File: config.mk
export PLATFORM = sky130hd
export DESIGN_NAME = stq_cell
export DESIGN_NICKNAME = d
export VERILOG_FILES = /design/src/rtl/stq_pkg.sv /design/src/rtl/stq_cell.sv
export SDC_FILE = /design/constraint.sdc
export NUM_CORES = 1
export LEC_CHECK = 0
export BUFFER_PORTS_ARGS = -buffer_cell sky130_fd_sc_hd__buf_4
export CORE_AREA = 4 4 138 140
export CTS_CLUSTER_SIZE = 28
export DETAILED_ROUTE_END_ITERATION = 8
export DIE_AREA = 0 0 142 144
export PLACE_DENSITY = 0.7
export REMOVE_ABC_BUFFERS = 1
export SLEW_MARGIN = 20
export SYNTH_ARGS = -nofsm -noshare
export SYNTH_HDL_FRONTEND = slang
export SYNTH_SLANG_ARGS = --single-unit
export TNS_END_PERCENT = 1
File: constraint.sdc
create_clock -name clk -period 7.07 [get_ports clk]
set_clock_uncertainty 0.1 [all_clocks]
set_input_delay 1.414 -clock clk [delete_from_list [all_inputs] [get_ports clk]]
set_output_delay 1.414 -clock clk [all_outputs]
set_load 0.01 [all_outputs]
File: src/rtl/stq_pkg.sv
`timescale 1ns / 1ps
// ----------------------------------------------------------------------------
// stq_pkg: shared types and constants of the sleep timer queue
// Cell commands, status codes and the arithmetic constants of the wake time.
// ----------------------------------------------------------------------------
package stq_pkg;

	localparam int TIME_BITS              = 64;
	localparam int DEFAULT_QUEUE_DEPTH    = 32;
	localparam int DEFAULT_WAITER_ID_BITS = 8;
	localparam int MAX_RESULTS            = 32;

	// seconds to ticks
	localparam int MS_PER_SEC      = 1000;
	localparam int MS_BITS         = 10;
	localparam int SEC_PROD_BITS   = 32 + MS_BITS;

	// microseconds / 1000 as multiply by ceil(2^38 / 1000), then shift by 38
	localparam int DIV_MAGIC       = 274877907;
	localparam int DIV_MAGIC_BITS  = 29;
	localparam int DIV_SHIFT       = 38;
	localparam int USEC_PROD_BITS  = 32 + DIV_MAGIC_BITS;
	localparam int DELAY_BITS      = SEC_PROD_BITS + 1;

	localparam logic [1:0] ST_ACCEPTED = 2'd0;
	localparam logic [1:0] ST_FULL     = 2'd1;
	localparam logic [1:0] ST_WOKEN    = 2'd2;
	localparam logic [1:0] ST_IDLE     = 2'd3;

	localparam logic KIND_SLEEP = 1'b0;
	localparam logic KIND_TICK  = 1'b1;

	typedef enum logic [1:0] {
		CELL_HOLD,
		CELL_INSERT,
		CELL_POP
	} cell_op_t;

endpackage

File: src/rtl/stq_cell.sv
`timescale 1ns / 1ps
// ----------------------------------------------------------------------------
// stq_cell: one slot of the sorted waiter chain
// Holds one waiter; on insert it keeps, loads the new waiter or takes its
// left neighbor; on pop it takes its right neighbor.
// ----------------------------------------------------------------------------
module stq_cell #(
	parameter int ID_BITS = stq_pkg::DEFAULT_WAITER_ID_BITS
) (
	input  logic                          clk,
	input  logic                          arst_n,
	input  stq_pkg::cell_op_t             cmd,
	input  logic [stq_pkg::TIME_BITS-1:0] ins_wake,
	input  logic [ID_BITS-1:0]            ins_id,
	input  logic [stq_pkg::TIME_BITS-1:0] elapsed,
	input  logic                          prev_keep,
	input  logic                          prev_valid,
	input  logic [stq_pkg::TIME_BITS-1:0] prev_wake,
	input  logic [ID_BITS-1:0]            prev_id,
	input  logic                          next_valid,
	input  logic [stq_pkg::TIME_BITS-1:0] next_wake,
	input  logic [ID_BITS-1:0]            next_id,
	output logic                          keep,
	output logic                          valid,
	output logic [stq_pkg::TIME_BITS-1:0] wake,
	output logic [ID_BITS-1:0]            id,
	output logic                          due
);

	logic                          valid_q;
	logic [stq_pkg::TIME_BITS-1:0] wake_q;
	logic [ID_BITS-1:0]            id_q;

	// stay put on insert when an equal or earlier wake time lives here
	assign keep  = valid_q && (wake_q <= ins_wake);
	assign due   = valid_q && (wake_q < elapsed);
	assign valid = valid_q;
	assign wake  = wake_q;
	assign id    = id_q;

	always_ff @(posedge clk or negedge arst_n) begin
		if (!arst_n) begin
			valid_q <= 1'b0;
		end else begin
			case (cmd)
				stq_pkg::CELL_INSERT: begin
					if (!keep) begin
						valid_q <= prev_keep ? 1'b1 : prev_valid;
					end
				end
				stq_pkg::CELL_POP: valid_q <= next_valid;
				default: valid_q <= valid_q;
			endcase
		end
	end

	always_ff @(posedge clk) begin
		case (cmd)
			stq_pkg::CELL_INSERT: begin
				if (!keep) begin
					wake_q <= prev_keep ? ins_wake : prev_wake;
					id_q   <= prev_keep ? ins_id : prev_id;
				end
			end
			stq_pkg::CELL_POP: begin
				wake_q <= next_wake;
				id_q   <= next_id;
			end
			default: begin
				wake_q <= wake_q;
				id_q   <= id_q;
			end
		endcase
	end

endmodule

==> out/metrics.csv <==
metric;value;unit
Hold Buf Count CTS;0;
max_slew headroom;28.8;%
post-route clock period utilization;73.8;%
unrepaired setup endpoints after global routing;false;
IO Count;362;
flop and latch count out of synthesis;73;
WHS Path Cells;3;
adder-cell area share of the yosys netlist;23.1;%
CTS Buffer Depth;2;
Post-Synth Simple-Gate Area;10.7;%
FF-to-FF End;wake[51]$_DFFE_PP_;
vias per cell;4.99;
WL final;22800;um
switching share of total power;31.9;%
Worst Max-Slew Pin Slew;1.07;ns
critical path's most frequent cell;buf_4;
synthesized instance count;772;
Initial Util;38.6;%
CTS tree;built;
Setup-failing EPs final;0;
setup bufs post-CTS;0;
Layout area overhead;46.4;%
top cells by area in the synthesized netlist;edfxtp_1 31%, ha_1 23%, mux2i_1 11%, inv_1 7.2%, o21ai_0 6.2%;
clock network power share;27.1;%
warnings from Yosys;0;
kind of critical path;in -> out;
final hold vios;0;
Post-CTS Resized;0;
non-filler cells, final;1356;
routed length per placed instance;16.8;um
Post-synth EDFFs;72;
first-pass GRT wire length;34600;um
Yosys top cell area share;31.4;%
Pins Over Slew Limit;0;
Slowest-stage cell, CP;nor4_1;
post-synthesis xor/xnor area fraction;0;%
Fill cells;1657;
final net count;1537;
clk root buf;clkbuf_16;
IO Port Bufs;361;
# DRC;0;
worst path cell trace;buf_4, inv_1, ha_1, nand4_1, nor4_1, and3_1, a22oi_1, a21oi_1, nor2b_1, buf_4;
Leak;0.00535;uW
internal power;1070;uW
Worst Setup SP;ins_wake[30];
Pwr per Cell Area;155;nW/um2
worst-case reg-to-reg path depth;7;
Tot GR Track Use;21.4;%
CP Max Fanout;4;
# diodes;0;
Commonest cells post-synth;132 x inv_1, 127 x ha_1, 94 x nand2_1;
CTS Sinks;73;
Crit path depth;10;
DR vias;6770;
H-Tree Level Count;3;
most common cell in the netlist;inv_1;
worst-skew pair later-pin latency;0.34;ns
Synth async-reset ratio;1.37;%
cell family with most CP delay;simple AND/OR/NAND/NOR gates;
clk slew on worst S/H paths;0.06;ns
FMAX;192;MHz
Reg power frac;37.1;%
GPL Wtd Cong;0.844;
chip width;142;um
CP endpoint;keep;
register area share after synthesis;31.7;%
required time of the worst setup path;5.56;ns
layout cells sized above 1;33.8;%
Syn Area/Cell;8.92;um2
GRT Residual Overflow;0;
maximum vdd drop;0.000103;V
CTS Buf Count;9;
vias in the first global route;6778;
largest net degree at the start of global routing;83;
Post-DRT Antenna Nets;0;
combinational family with the most area after synthesis;adder cells;
full die area;20400;um2
post-synth top area cell;edfxtp_1;
drt pass-1 iters;5;
Max-Cap Viols;0;
distinct cell type count after synthesis;40;
DPL Wire Length;19200;um
Most used DFF post-synth;edfxtp_1;
Layout Utilization;56.5;%
status;completed;
mux share of post-synthesis cell area;10.6;%
initial antenna violation count;0;
Final Critical Period;5.22;ns
cell area after synthesis;6890;um2
die height;144;um
starting DRC count in detailed routing;222;
crit path launch type;input port;
Buf/Inv on CP;3;
Pwr Total;1570;uW
Sw Pwr;499;uW
worst hold path class;reg -> reg;
core area;17800;um2
Combinational Power Share;35.8;%
placed cells;1341;
crit end category;output port;
crit-path max cell delay;0.75;ns
row count;49;
compound-gate portion of the synthesized area;15.3;%
r2r startpoint;wake[29]$_DFFE_PP_;
Critical Path AT;3.70;ns
setup slack, reg-to-reg;3.24;ns
## worst min-delay path by stage
stage / to / slack [ns] / start
detailed placement: valid$_DFFE_PN0P_ / 0.68 / valid$_DFFE_PN0P_
floorplan: valid$_DFFE_PN0P_ / 0.62 / valid$_DFFE_PN0P_
finish: valid$_DFFE_PN0P_ / 0.69 / valid$_DFFE_PN0P_
global route: valid$_DFFE_PN0P_ / 0.73 / arst_n
CTS: valid$_DFFE_PN0P_ / 0.69 / valid$_DFFE_PN0P_
global placement: valid$_DFFE_PN0P_ / 0.69 / valid$_DFFE_PN0P_
## power groups by stage
stage / clock [uW] / sequential [uW] / combinational [uW]
after floorplan: 0 / 602 / 252
after global placement: 0 / 589 / 554
after detailed placement: 0 / 591 / 564
after CTS: 432 / 582 / 568
after global routing: 450 / 588 / 629
final: 424 / 581 / 561
## metrics by stage
step           instance area, um2  hold slack, ns  TNS [ns]  worst slack [ns]
2_1_floorplan                6800           0.622    -77.39             -1.07
3_3_place_gp                 9830           0.693         0              1.79
3_5_place_dp                 9830           0.683         0              1.74
4_1_cts                     10100           0.694         0              1.74
5_1_grt                     10100           0.725         0              1.62
6_report                    10100           0.690         0              1.85
## area by class of cell
cell class	count	area, um2	share of cell area (%)
clock inverters	4	21.3	0.211
multi-input cells	543	4130	41.0
well taps	229	287	2.84
flip-flops and latches	73	2190	21.7
inverters	132	495	4.91
clock buffers	11	233	2.31
repair buffers	364	2730	27.1
## sequential cells by signal (all words and copies together), names as in the netlist
register / count
id: 8
valid: 1
wake: 64
## worst reg2reg max path, delay by kind of cell, from the launching register on
kind / cells / cell delay (ns)
adders and majority gates: 1 / 0.32
and+or+nand+nor: 3 / 1.17
DFF: 1 / 0.44
AOI/OAI and AO/OA: 3 / 1.35
## metal layers
| layer | vias to the layer above | wire (um) | part of all wire [%] | GRT usage, % |
|---|---|---|---|---|
| met2 | 229 | 11400 | 50 | 37.5 |
| li1 | 3463 | - | - | - |
| met5 | - | 0 | 0 | 0 |
| met1 | 3049 | 9540 | 42 | 26.5 |
| met4 | 0 | 464 | 2.0 | 6.52 |
| met3 | 29 | 1460 | 6.4 | 4.46 |
## cells by family after synthesis
group | count (synthesis)
buffers and inverters | 156
adders and majority gates | 127
DFF | 73
and+or+nand+nor | 163
muxes | 73
AOI/OAI and AO/OA | 180
## placed cells by master (no fill, tap or decap), types with 2 or more instances in the layout
cell         n
a21oi_1     39
nand3_1      8
inv_1      132
clkbuf_16    9
ha_1       127
nor2b_1      2
mux2i_1     73
nor4_1       6
a221oi_1     4
o21ai_1      3
a211oi_1     4
o21ai_0     86
clkinv_2     2
a22oi_1      3
nand2_1     94
and3_1       2
and4_1       2
clkbuf_1     2
o211ai_1     4
a211o_1      4
buf_4      364
nor2_1      15
a21o_1      22
nor3_1       5
nand2b_1     2
edfxtp_1    72
nand4_1     24
Power figures use the tool's default switching activity.
